==> config.mk <==
export PLATFORM = sky130hd
export DESIGN_NAME = region_table_translate_flat
export DESIGN_NICKNAME = d
export VERILOG_FILES = /design/src/hw/rtl/rtt_pkg.sv /design/src/hw/rtl/rtt_req_if.sv /design/src/hw/rtl/rtt_rsp_if.sv /design/src/hw/rtl/region_table_translate.sv /design/src/hw/rtl/rtt_alu.sv /design/src/hw/rtl/rtt_table.sv /design/src/flat_wrapper.sv
export SDC_FILE = /design/constraint.sdc
export NUM_CORES = 2
export LEC_CHECK = 0
export ABC_AREA = 1
export BUFFER_PORTS_ARGS = -buffer_cell sky130_fd_sc_hd__buf_2
export CORE_MARGIN = 2
export CORE_UTILIZATION = 28
export CTS_CLUSTER_DIAMETER = 120
export CTS_CLUSTER_SIZE = 8
export DETAILED_ROUTE_END_ITERATION = 7
export PLACE_DENSITY = 0.53
export SYNTH_ARGS = -nofsm -noshare
export SYNTH_HDL_FRONTEND = slang
export SYNTH_HIERARCHICAL = 1
export SYNTH_SLANG_ARGS = --single-unit
==> constraint.sdc <==
create_clock -name clk_i -period 29 [get_ports clk_i]
set_input_delay 2.9 -clock clk_i [delete_from_list [all_inputs] [get_ports clk_i]]
set_output_delay 2.9 -clock clk_i [all_outputs]
set_load 0.05 [all_outputs]
==> src/hw/rtl/rtt_pkg.sv <==
// rtt_pkg: shared widths, opcodes and the table entry type for the region table
// translate block; no dependencies

package rtt_pkg;

  // field widths
  localparam int unsigned OP_W     = 2;
  localparam int unsigned VA_W     = 39;
  localparam int unsigned PA_W     = 56;
  localparam int unsigned LEN_W    = 40;
  localparam int unsigned PAGE_OFF_W = 12;

  // shared adder width covers the widest operand
  localparam int unsigned ALU_W    = PA_W;

  // default table depth
  localparam int unsigned MAX_REGIONS_DEF = 16;

  // operation codes
  localparam logic [OP_W-1:0] OP_CLEAR     = 2'd0;
  localparam logic [OP_W-1:0] OP_MAP       = 2'd1;
  localparam logic [OP_W-1:0] OP_TRANSLATE = 2'd2;

  // one region of the table
  typedef struct packed {
    logic [VA_W-1:0]  virt_base;
    logic [PA_W-1:0]  phys_base;
    logic [LEN_W-1:0] span;
    logic             writable;
  } entry_t;

endpackage

==> src/hw/rtl/rtt_req_if.sv <==
// rtt_req_if: request channel of the region table translate block
// depends on rtt_pkg

interface rtt_req_if import rtt_pkg::*; ();
  logic             valid;
  logic             ready;
  logic [OP_W-1:0]  opcode;
  logic [VA_W-1:0]  vaddr;
  logic [PA_W-1:0]  paddr;
  logic [LEN_W-1:0] length;
  logic             make_writable;
  logic             write_access;

  modport source (
    output valid, opcode, vaddr, paddr, length, make_writable, write_access,
    input  ready
  );

  modport sink (
    input  valid, opcode, vaddr, paddr, length, make_writable, write_access,
    output ready
  );
endinterface

==> src/hw/rtl/rtt_rsp_if.sv <==
// rtt_rsp_if: response channel of the region table translate block
// depends on rtt_pkg

interface rtt_rsp_if import rtt_pkg::*; ();
  logic            valid;
  logic            ready;
  logic            ok;
  logic [PA_W-1:0] phys_addr;

  modport source (
    output valid, ok, phys_addr,
    input  ready
  );

  modport sink (
    input  valid, ok, phys_addr,
    output ready
  );
endinterface

==> src/hw/rtl/region_table_translate.sv <==
// Region table translate. Holds up to MaxRegions mapped regions (virtual base, physical
// base, page-rounded span, writable flag). Opcode clear empties the table, map appends a
// page-aligned region, translate scans the regions in order and returns the physical
// address of the first region wholly holding the range (a miss if that region is read-only
// and the access a write). One request is worked at a time and req_i.ready is high only
// while the sequencer is idle; a finished response waits in an output register. A single
// shared adder does every subtract, compare and add, and each region costs one table read
// plus up to three adder steps (fewer when an early compare already rules it out); a hit
// takes one more add for the physical address.
// depends on rtt_pkg, rtt_req_if, rtt_rsp_if, rtt_alu, rtt_table

module region_table_translate import rtt_pkg::*; #(
  parameter int unsigned MaxRegions = MAX_REGIONS_DEF
) (
  input  logic      clk_i,
  input  logic      rst_ni,
  rtt_req_if.sink   req_i,
  rtt_rsp_if.source rsp_o
);

  localparam int unsigned IdxW = (MaxRegions > 1) ? $clog2(MaxRegions) : 1;
  localparam int unsigned CntW = $clog2(MaxRegions + 1);

  // sequencer states
  localparam logic [2:0] ST_IDLE   = 3'd0;
  localparam logic [2:0] ST_MROUND = 3'd1;
  localparam logic [2:0] ST_READ   = 3'd2;
  localparam logic [2:0] ST_SUB1   = 3'd3;
  localparam logic [2:0] ST_SUB2   = 3'd4;
  localparam logic [2:0] ST_CMP    = 3'd5;
  localparam logic [2:0] ST_ADD    = 3'd6;
  localparam logic [2:0] ST_EMIT   = 3'd7;

  logic [2:0]       state_q, state_d;
  logic [VA_W-1:0]  va_q, va_d;
  logic [PA_W-1:0]  pa_q, pa_d;
  logic [LEN_W-1:0] len_q, len_d;
  logic             mkwr_q, mkwr_d;
  logic             wr_q, wr_d;
  logic [CntW-1:0]  idx_q, idx_d;
  logic [CntW-1:0]  cnt_q, cnt_d;
  logic [VA_W-1:0]  diff_q, diff_d;
  logic [LEN_W-1:0] rem_q, rem_d;
  logic             rslt_ok_q, rslt_ok_d;
  logic [PA_W-1:0]  rslt_pa_q, rslt_pa_d;
  logic             out_valid_q, out_valid_d;
  logic             out_ok_q, out_ok_d;
  logic [PA_W-1:0]  out_pa_q, out_pa_d;

  logic [LEN_W-1:0] len_eff;
  logic             req_beat;
  logic             map_reject;

  logic [ALU_W-1:0] alu_a, alu_b, alu_sum;
  logic             alu_sub, alu_carry;

  logic             tbl_we, tbl_re;
  entry_t           tbl_wdata, tbl_rdata;

  // shared adder
  rtt_alu u_alu (
    .a_i     (alu_a),
    .b_i     (alu_b),
    .sub_i   (alu_sub),
    .sum_o   (alu_sum),
    .carry_o (alu_carry)
  );

  // region storage
  rtt_table #(
    .Depth (MaxRegions),
    .IdxW  (IdxW)
  ) u_table (
    .clk_i   (clk_i),
    .we_i    (tbl_we),
    .waddr_i (cnt_q[IdxW-1:0]),
    .wdata_i (tbl_wdata),
    .re_i    (tbl_re),
    .raddr_i (idx_q[IdxW-1:0]),
    .rdata_o (tbl_rdata)
  );

  assign req_i.ready     = (state_q == ST_IDLE);
  assign req_beat        = req_i.valid & req_i.ready;
  assign rsp_o.valid     = out_valid_q;
  assign rsp_o.ok        = out_ok_q;
  assign rsp_o.phys_addr = out_pa_q;

  // zero-length translate counts as one byte
  assign len_eff = (len_q == '0) ? LEN_W'(1) : len_q;

  // adder operand selection per step
  always_comb begin
    alu_a   = '0;
    alu_b   = '0;
    alu_sub = 1'b0;
    case (state_q)
      ST_MROUND: begin
        alu_a = ALU_W'(len_q);
        alu_b = ALU_W'({PAGE_OFF_W{1'b1}});
      end
      ST_SUB1: begin
        alu_a   = ALU_W'(va_q);
        alu_b   = ALU_W'(tbl_rdata.virt_base);
        alu_sub = 1'b1;
      end
      ST_SUB2: begin
        alu_a   = ALU_W'(tbl_rdata.span);
        alu_b   = ALU_W'(len_eff);
        alu_sub = 1'b1;
      end
      ST_CMP: begin
        alu_a   = ALU_W'(rem_q);
        alu_b   = ALU_W'(diff_q);
        alu_sub = 1'b1;
      end
      ST_ADD: begin
        alu_a = ALU_W'(tbl_rdata.phys_base);
        alu_b = ALU_W'(diff_q);
      end
      default: begin
        alu_a = '0;
      end
    endcase
  end

  // map rejection: misaligned bases, zero size, full table, rounded size overflow
  assign map_reject = (|va_q[PAGE_OFF_W-1:0]) | (|pa_q[PAGE_OFF_W-1:0])
                    | (len_q == '0) | (cnt_q == CntW'(MaxRegions))
                    | alu_sum[LEN_W];

  assign tbl_wdata = '{
    virt_base: va_q,
    phys_base: pa_q,
    span:      {alu_sum[LEN_W-1:PAGE_OFF_W], {PAGE_OFF_W{1'b0}}},
    writable:  mkwr_q
  };

  // sequencer
  always_comb begin
    state_d     = state_q;
    va_d        = va_q;
    pa_d        = pa_q;
    len_d       = len_q;
    mkwr_d      = mkwr_q;
    wr_d        = wr_q;
    idx_d       = idx_q;
    cnt_d       = cnt_q;
    diff_d      = diff_q;
    rem_d       = rem_q;
    rslt_ok_d   = rslt_ok_q;
    rslt_pa_d   = rslt_pa_q;
    out_valid_d = out_valid_q;
    out_ok_d    = out_ok_q;
    out_pa_d    = out_pa_q;
    tbl_we      = 1'b0;
    tbl_re      = 1'b0;

    // response beat taken
    if (out_valid_q && rsp_o.ready) begin
      out_valid_d = 1'b0;
    end

    case (state_q)
      ST_IDLE: begin
        if (req_beat) begin
          va_d      = req_i.vaddr;
          pa_d      = req_i.paddr;
          len_d     = req_i.length;
          mkwr_d    = req_i.make_writable;
          wr_d      = req_i.write_access;
          rslt_ok_d = 1'b0;
          rslt_pa_d = '0;
          case (req_i.opcode)
            OP_CLEAR: begin
              cnt_d     = '0;
              rslt_ok_d = 1'b1;
              state_d   = ST_EMIT;
            end
            OP_MAP: begin
              state_d = ST_MROUND;
            end
            OP_TRANSLATE: begin
              idx_d   = '0;
              state_d = ST_READ;
            end
            default: begin
              state_d = ST_EMIT;
            end
          endcase
        end
      end

      ST_MROUND: begin
        if (!map_reject) begin
          tbl_we    = 1'b1;
          cnt_d     = cnt_q + CntW'(1);
          rslt_ok_d = 1'b1;
        end
        state_d = ST_EMIT;
      end

      // fetch the next region or finish with a miss
      ST_READ: begin
        if (idx_q == cnt_q) begin
          state_d = ST_EMIT;
        end else begin
          tbl_re  = 1'b1;
          state_d = ST_SUB1;
        end
      end

      // offset = va - base, borrow means below the region
      ST_SUB1: begin
        if (alu_carry) begin
          diff_d  = alu_sum[VA_W-1:0];
          state_d = ST_SUB2;
        end else begin
          idx_d   = idx_q + CntW'(1);
          state_d = ST_READ;
        end
      end

      // room = span - len, borrow means range longer than region
      ST_SUB2: begin
        if (alu_carry) begin
          rem_d   = alu_sum[LEN_W-1:0];
          state_d = ST_CMP;
        end else begin
          idx_d   = idx_q + CntW'(1);
          state_d = ST_READ;
        end
      end

      // offset must not exceed room
      ST_CMP: begin
        if (!alu_carry) begin
          idx_d   = idx_q + CntW'(1);
          state_d = ST_READ;
        end else if (wr_q && !tbl_rdata.writable) begin
          state_d = ST_EMIT;
        end else begin
          state_d = ST_ADD;
        end
      end

      // physical base plus offset
      ST_ADD: begin
        rslt_ok_d = 1'b1;
        rslt_pa_d = alu_sum[PA_W-1:0];
        state_d   = ST_EMIT;
      end

      // hand result to the output register once it is free
      ST_EMIT: begin
        if (!out_valid_q || rsp_o.ready) begin
          out_valid_d = 1'b1;
          out_ok_d    = rslt_ok_q;
          out_pa_d    = rslt_pa_q;
          state_d     = ST_IDLE;
        end
      end

      default: begin
        state_d = ST_IDLE;
      end
    endcase
  end

  // control registers
  always_ff @(posedge clk_i or negedge rst_ni) begin
    if (!rst_ni) begin
      state_q     <= ST_IDLE;
      cnt_q       <= '0;
      out_valid_q <= 1'b0;
    end else begin
      state_q     <= state_d;
      cnt_q       <= cnt_d;
      out_valid_q <= out_valid_d;
    end
  end

  // payload registers
  always_ff @(posedge clk_i) begin
    va_q      <= va_d;
    pa_q      <= pa_d;
    len_q     <= len_d;
    mkwr_q    <= mkwr_d;
    wr_q      <= wr_d;
    idx_q     <= idx_d;
    diff_q    <= diff_d;
    rem_q     <= rem_d;
    rslt_ok_q <= rslt_ok_d;
    rslt_pa_q <= rslt_pa_d;
    out_ok_q  <= out_ok_d;
    out_pa_q  <= out_pa_d;
  end

endmodule

==> src/hw/rtl/rtt_alu.sv <==
// rtt_alu: shared add / subtract unit with carry out, reused for every arithmetic step
// depends on rtt_pkg

module rtt_alu import rtt_pkg::*; (
  input  logic [ALU_W-1:0] a_i,
  input  logic [ALU_W-1:0] b_i,
  input  logic             sub_i,
  output logic [ALU_W-1:0] sum_o,
  output logic             carry_o
);

  // a + b, or a - b as a + ~b + 1; on subtract carry high means no borrow
  assign {carry_o, sum_o} = {1'b0, a_i} + {1'b0, b_i ^ {ALU_W{sub_i}}}
                          + (ALU_W+1)'(sub_i);

endmodule

==> src/hw/rtl/rtt_table.sv <==
// rtt_table: region storage, one write port and one registered read port
// depends on rtt_pkg

module rtt_table import rtt_pkg::*; #(
  parameter int unsigned Depth = MAX_REGIONS_DEF,
  parameter int unsigned IdxW  = 4
) (
  input  logic            clk_i,
  input  logic            we_i,
  input  logic [IdxW-1:0] waddr_i,
  input  entry_t          wdata_i,
  input  logic            re_i,
  input  logic [IdxW-1:0] raddr_i,
  output entry_t          rdata_o
);

  entry_t mem_q [Depth];
  entry_t rdata_q;

  // write port
  always_ff @(posedge clk_i) begin
    if (we_i) begin
      mem_q[waddr_i] <= wdata_i;
    end
  end

  // registered read port
  always_ff @(posedge clk_i) begin
    if (re_i) begin
      rdata_q <= mem_q[raddr_i];
    end
  end

  assign rdata_o = rdata_q;

endmodule

==> src/flat_wrapper.sv <==
// flat-port wrapper written by rule: the top's interface ports become plain ports
module region_table_translate_flat import rtt_pkg::*;
#(
  parameter int unsigned MaxRegions = MAX_REGIONS_DEF
)
  (clk_i, rst_ni, req_i_valid, req_i_opcode, req_i_vaddr, req_i_paddr, req_i_length, req_i_make_writable, req_i_write_access, req_i_ready, rsp_o_valid, rsp_o_ok, rsp_o_phys_addr, rsp_o_ready);
  rtt_req_if req_i_i ();
  rtt_rsp_if rsp_o_i ();
  input  logic clk_i;
  input  logic rst_ni;
  input wire logic [$bits(req_i_i.valid)-1:0] req_i_valid;
  input wire logic [$bits(req_i_i.opcode)-1:0] req_i_opcode;
  input wire logic [$bits(req_i_i.vaddr)-1:0] req_i_vaddr;
  input wire logic [$bits(req_i_i.paddr)-1:0] req_i_paddr;
  input wire logic [$bits(req_i_i.length)-1:0] req_i_length;
  input wire logic [$bits(req_i_i.make_writable)-1:0] req_i_make_writable;
  input wire logic [$bits(req_i_i.write_access)-1:0] req_i_write_access;
  output wire logic [$bits(req_i_i.ready)-1:0] req_i_ready;
  output wire logic [$bits(rsp_o_i.valid)-1:0] rsp_o_valid;
  output wire logic [$bits(rsp_o_i.ok)-1:0] rsp_o_ok;
  output wire logic [$bits(rsp_o_i.phys_addr)-1:0] rsp_o_phys_addr;
  input wire logic [$bits(rsp_o_i.ready)-1:0] rsp_o_ready;
  assign req_i_i.valid = req_i_valid;
  assign req_i_i.opcode = req_i_opcode;
  assign req_i_i.vaddr = req_i_vaddr;
  assign req_i_i.paddr = req_i_paddr;
  assign req_i_i.length = req_i_length;
  assign req_i_i.make_writable = req_i_make_writable;
  assign req_i_i.write_access = req_i_write_access;
  assign req_i_ready = req_i_i.ready;
  assign rsp_o_valid = rsp_o_i.valid;
  assign rsp_o_ok = rsp_o_i.ok;
  assign rsp_o_phys_addr = rsp_o_i.phys_addr;
  assign rsp_o_i.ready = rsp_o_ready;
  region_table_translate #(.MaxRegions(MaxRegions)) u_core (.clk_i(clk_i), .rst_ni(rst_ni), .req_i(req_i_i), .rsp_o(rsp_o_i));
endmodule
# == After elaboration in Yosys (flattened, before gate mapping) ==
# Memory sizes are Yosys's and may differ from the RTL's. A register that Yosys moved wholly into a read port is not among the register bits.
# Index checks and enable logic that the tools add are counted.
# word_totals
regBits,384
mem_bits_rw,1984
output_inout_bits,59
wordCells,106
n_memories,1
# memory_table
memory,depth,width,read_ports,rd_ports_with_merged_regs,write_ports,line_no,text
u_core.u_table.mem_q,16,124,1,1,1,rtt_table.sv:17,entry_t mem_q [Depth];
# op_classes
addsub,4
n_eq_ne,17
n_mux,36
bitwise,6
n_reduce_logical,26
# ops
op,count
case mux 56 bit (5 select lines),1
case mux 40 bit (4 select lines),1
case mux 56 bit (2 select lines),1
adder 56 x 56 -> 57 bit,1
adder 57 x 1 -> 57 bit,1
2-to-1 mux 56 bit,1
XOR 40 x 56 -> 56 bit,1
zero test 40 bit,1
2-to-1 mux 40 bit,1
2-to-1 mux 5 bit,6
OR reduction 12 bit,2
case mux 3 bit (7 select lines),1
case mux 5 bit (2 select lines),2
2-to-1 mux 3 bit,6
2-to-1 mux 1 bit,14
"== test 3 bit, second input constant",4
AND reduction 2 bit,6
"adder 5 x 1 -> 5 bit, second input constant",2
"!= test 2 bit, second input constant",5
AND reduction 4 bit,2
"== test 3 x 2 -> 1 bit, second input constant",2
case mux 3 bit (2 select lines),1
nonzero test 2 bit,3
== test 5 bit,1
17 further kinds,23

# == Depth between registers and ports, before layout ==
# logic_depth
depth_word,11
mapped_depth,34
mapped_depth_nobuf,33

# == By module ==
# The synthesis kept the hierarchy.
# modules_own_cells
mod,instances,cells_each,area_per_inst_um2,seq_area_each_um2
rtt_table,1,8261,94184.1,69426.6
region_table_translate,1,1117,13788.2,10284.9
rtt_alu,1,1143,5642.9,0.0

# == Worst setup path before layout ==
# OpenSTA, ideal clock, no wires.
# synth_path
kind,flip-flop to flip-flop
startpoint,reg u_core.state_q[0]
endpoint,"mem u_core/u_table/mem_q[12][0] (netlist bit), enable pin"
setup_time_ps,634
arrival_ps,9143
t_required_ps,28366
slack_ps,19223
path_stages_with_launch,31
path_buffers,2
path_cell_list,dfrtp_1 -> buf_2 -> inv_2 -> nand3_1 -> inv_2 -> clkbuf_1 -> o21ai_0 -> nand3_1 -> nand2_1 -> nand2_1 -> inv_1 -> fa_1 -> inv_1 -> nand3_1 -> nand3_1 -> nand2_1 -> nand2_1 -> nand3_1 -> nand2_1 -> nand2_1 -> nand3_1 -> nand2_1 -> inv_1 -> nand2_1 -> a21oi_1 -> nand2_1 -> nor2_1 -> o21ai_1 -> nor2_1 -> nand3_1 -> nor2_1
# synth_between
elab_chain_len,11
word_cells_on_any_way,18
cone_classes,2 x add/sub; 5 x eq/ne; 7 x mux; 2 x bitwise; 2 x reduce/logical
# synth_lines
element,line_no,text
"start, declared",region_table_translate.sv:34,"logic [2:0] state_q, state_d;"
"start signal, assigned",region_table_translate.sv:277,state_q <= state_d;
== test 3 bit,region_table_translate.sv:97,case (state_q)
OR reduction 2 bit (no source line),--,
case mux 40 bit (4 select lines) *,region_table_translate.sv:97,
net u_core.alu_b[0],region_table_translate.sv:54,"logic [ALU_W-1:0] alu_a, alu_b, alu_sum;"
XOR 40 x 56 -> 56 bit *,rtt_alu.sv:13,"assign {carry_o, sum_o} = {1'b0, a_i} + {1'b0, b_i ^ {ALU_W{sub_i}}}"
adder 56 x 56 -> 57 bit *,rtt_alu.sv:13,
adder 57 x 1 -> 57 bit *,rtt_alu.sv:14,+ (ALU_W+1)'(sub_i);
net u_core.alu_sum[40],region_table_translate.sv:54,
OR 1 bit *,region_table_translate.sv:130,| alu_sum[LEN_W];
2-to-1 mux 1 bit *,region_table_translate.sv:195,if (!map_reject) begin
2-to-1 mux 1 bit *,region_table_translate.sv:164,case (state_q)
net u_core.tbl_we,region_table_translate.sv:57,"logic tbl_we, tbl_re;"
2-to-1 mux 1 bit *,rtt_table.sv:22,if (we_i) begin
2-to-1 mux 1 bit (not written as such) *,rtt_table.sv:23,mem_q[waddr_i] <= wdata_i;
"end, declared",rtt_table.sv:17,
# The timed path passes the listed nets; every way through them passes the cells marked *.

# == Final worst setup path ==
# layout_path
startpoint,reg u_core.state_q[0]
endpoint,"mem u_core/u_table/mem_q[11][58] (netlist bit), enable pin"
# The elaborated chain is that of the path after synthesis.

==> metrics.md <==
| Metric | Value |
|---|---|
| Final ANT Viol Nets | 0 |
| Max cap viols | 0 |
| Non-filler instance count after layout | 16460 |
| Layout cells sized above 1 | 8.275% |
| # IOs | 202 |
| # resized after CTS | 0 |
| First-pass GRT wire length | 517000 µm |
| RSZ-0062 raised after global routing | false |
| Status | complete, no violations |
| Pleak | 52.60 nW |
| Worst Skew | 95.07 ps |
| P&R area growth vs syn | 15.91% |
| Total Power | 16.33 mW |
| Num CTS Buffers | 370 |
| Syn Inst Count | 10520 |
| Synth area leaders | edfxtp_1 70%, nand2_1 12%, nand3_1 7.3%, inv_1 4.2%, buf_2 1.4% |
| Most frequent CP cell | nand2_1 |
| Area leader, netlist | edfxtp_1 |
| Clock transition at path regs | 50 ps |
| Combinational Power Share | 42.3% |
| CTS tree | yes |
| Area of the die | 410900 µm² |
| Gr usage total | 17.17% |
| Vias in the first global route | 71370 |
| Initial Utilization | 28.16% |
| Internal | 9.190 mW |
| Root Buffer | clkbuf_16 |
| Worst Setup Path Type | reg2reg |
| Yosys cell types | 47 |
| # setup viols final | 0 |
| RePlAce Congestion | 0.9390 |
| Switching fraction of total power | 43.72% |
| CP delay by family, top | simple AND/OR/NAND/NOR gates |
| Post-CTS setup buffers | 0 |
| Area share of the largest cell type after synthesis | 69.96% |
| HP Class | reg2reg |
| Post-layout minimum cycle time | 9005 ps |
| CP required | 29500 ps |
| FMAX | 0.1111 GHz |
| Vias/cell | 4.624 |
| # hold bufs at CTS | 0 |
| Die X | 641 µm |
| Post-synth ARST share | 0.3389% |
| Skew-Pair Late Insertion Delay | 950 ps |
| Power density cells | 124.0 nW/µm² |
| Flop pwr share | 34.0% |
| Core ar. | 403500 µm² |
| Buffers on Ports | 201 |
| CP max-delay cell | nor2_4 |
| Worst-Margin Slew | 1467 ps |
| Routed len/inst | 21.95 µm |
| HPWL after detailed placement | 220000 µm |
| Maximum root-to-sink buffer count | 4 |
| Final core utilization | 32.64% |
| Max H-tree Level | 5 |
| Critical path peak fanout | 51 |
| Critical path launch point type | flop |
| Nets | 11190 |
| Via count | 76120 |
| Initial antenna violation count | 45 |
| Row count | 233 |
| Total clock sinks | 2656 |
| Total Wirelength | 361400 µm |
| DR iter-0 viols | 8120 |
| Synthesized flop and latch total | 2656 |
| VDD IR-drop max | 0.1185 mV |
| Largest net degree at the start of global routing | 168 |
| Final hold violation count | 0 |
| Worst relative slew slack | 2.194% |
| Synth Area per Inst | 10.80 µm² |
| Register area share after synthesis | 70.16% |
| Inst Count DP | 16020 |
| Count leader, synth | nand2_1 |
| Max-slew violation count | 0 |
| Number of remaining DRC errors | 0 |
| Yosys warning count | 6 |
| Clk pwr share | 23.7% |
| Net Sw Power | 7.140 mW |
| Synth cell count leaders | 3741 x nand2_1, 2647 x edfxtp_1, 1667 x nand3_1 |
| Critical Path AT | 9510 ps |
| Die height | 641 µm |
| Worst path max stage delay | 970 ps |
| Main synth FF type | edfxtp_1 |
| TNS Setup | 0 ps |
| Tcrit/Tclk final | 31.05% |
| WHS | 412.2 ps |
| Total grt overflow | 0 |
| Drt pass-1 iters | 6 |
| Number of flops mapped to enable cells by yosys | 2647 |
| Buf/Inv on CP | 7 |
| Synthesized cell area | 113600 µm² |
| CP endpoint kind | flop |
[placed cells by master (no fill, tap or decap), types with 15 or more instances in the layout]
cell	instances
nor2_4	31
inv_2	15
a21oi_1	78
ha_1	67
edfxtp_1	2647
nand4_1	27
or2_2	23
xor2_1	82
nor2_1	216
clkbuf_1	22
nand2_2	16
diode_2	22
clkbuf_16	373
conb_1	208
inv_1	1256
nor2_2	15
o21ai_0	26
buf_2	201
nand3_1	1666
a22oi_1	17
nand2_1	3740
buf_4	174
[worst register-to-register path: cells and delay by family, from the launching register on]
family,cells,cell delay [ps]
flip-flops,1,350
adder cells (fa/ha/maj),1,420
XOR/XNOR,1,150
AND/OR/NAND/NOR,17,3950
AO/OA/AOI/OAI,2,290
buffers and inverters,7,3400
[stage by stage]
step | cell area, µm² | setup WS [ps]
2_1_floorplan | 114400 | 19220
4_1_cts | 131600 | 20110
5_1_grt | 131700 | 19610
3_3_place_gp | 121600 | 20240
3_5_place_dp | 121600 | 20160
6_report | 131700 | 20000
[sequential cells by signal, indices dropped and copies added, names as in the netlist]
name,count
u_core/rsp_o.phys_addr,56
u_core/idx_q,5
u_core/rslt_pa_q,56
u_core/len_q,40
u_core/rslt_ok_q,1
u_core/diff_q,39
u_core/cnt_q,5
u_core/mkwr_q,1
u_core/rsp_o.valid,1
u_core/rsp_o.ok,1
u_core/u_table/mem_q,2176
u_core/u_table/rdata_o,136
u_core/rem_q,40
u_core/pa_q,56
u_core/wr_q,1
u_core/va_q,39
u_core/state_q,3
[final cells by class]
cell class,instances,area [µm²]
Antenna cell,22,55.05
Clock buffer,395,9417
Clock inverter,27,593.1
Fill cell,40750,271800
Inverter,1278,4837
Multi-Input combinational cell,6289,27740
Sequential cell,2656,79710
Tap cell,5405,6763
Timing Repair Buffer,388,2572
[final timing paths]
path                                           start                           end  slack (ps)  depth (start not counted)
worst min-delay path            u_core/rslt_pa_q[17]    u_core/rsp_o.phys_addr[17]         410                          0
worst max-delay path               u_core/state_q[0]  u_core/u_table/mem_q[11][58]       20000                         28
min in group asynchronous                     rst_ni            u_core/rsp_o.valid        1930                          1
worst min register to register  u_core/rslt_pa_q[17]    u_core/rsp_o.phys_addr[17]         410                          0
max in group asynchronous                     rst_ni               u_core/cnt_q[2]       26750                          1
worst max register to register     u_core/state_q[0]  u_core/u_table/mem_q[11][58]       20000                         28
[metal layers]
layer	up-vias	part of all wire [%]	global-route usage, %
met5	-	0.015	0
met3	489	7.3	2.609
met1	37430	44	24.44
met2	2783	45	26.93
li1	35400	-	-
met4	8	3.0	5.167
[power groups by stage]
| stage | Combinational, mW | Clock, mW | Sequential [mW] |
|---|---|---|---|
| final | 6.90 | 3.88 | 5.55 |
| after detailed placement | 6.87 | 0 | 5.62 |
| after global placement | 6.88 | 0 | 5.63 |
| after CTS | 6.90 | 3.96 | 5.55 |
| after global routing | 7.45 | 4.11 | 5.56 |
| after floorplan | 3.74 | 0 | 5.61 |
[logic make-up after synthesis]
logic type	Yosys count	share of synthesized area (%)
other cells	1	0.003301
compound gates	154	0.8248
fa+ha+maj	68	0.7555
simple gates	5764	21.21
flops	2656	70.16
buf+inv	1783	6.319
xor+xnor	95	0.7323
No activity file was read; power rests on OpenSTA's default activity.
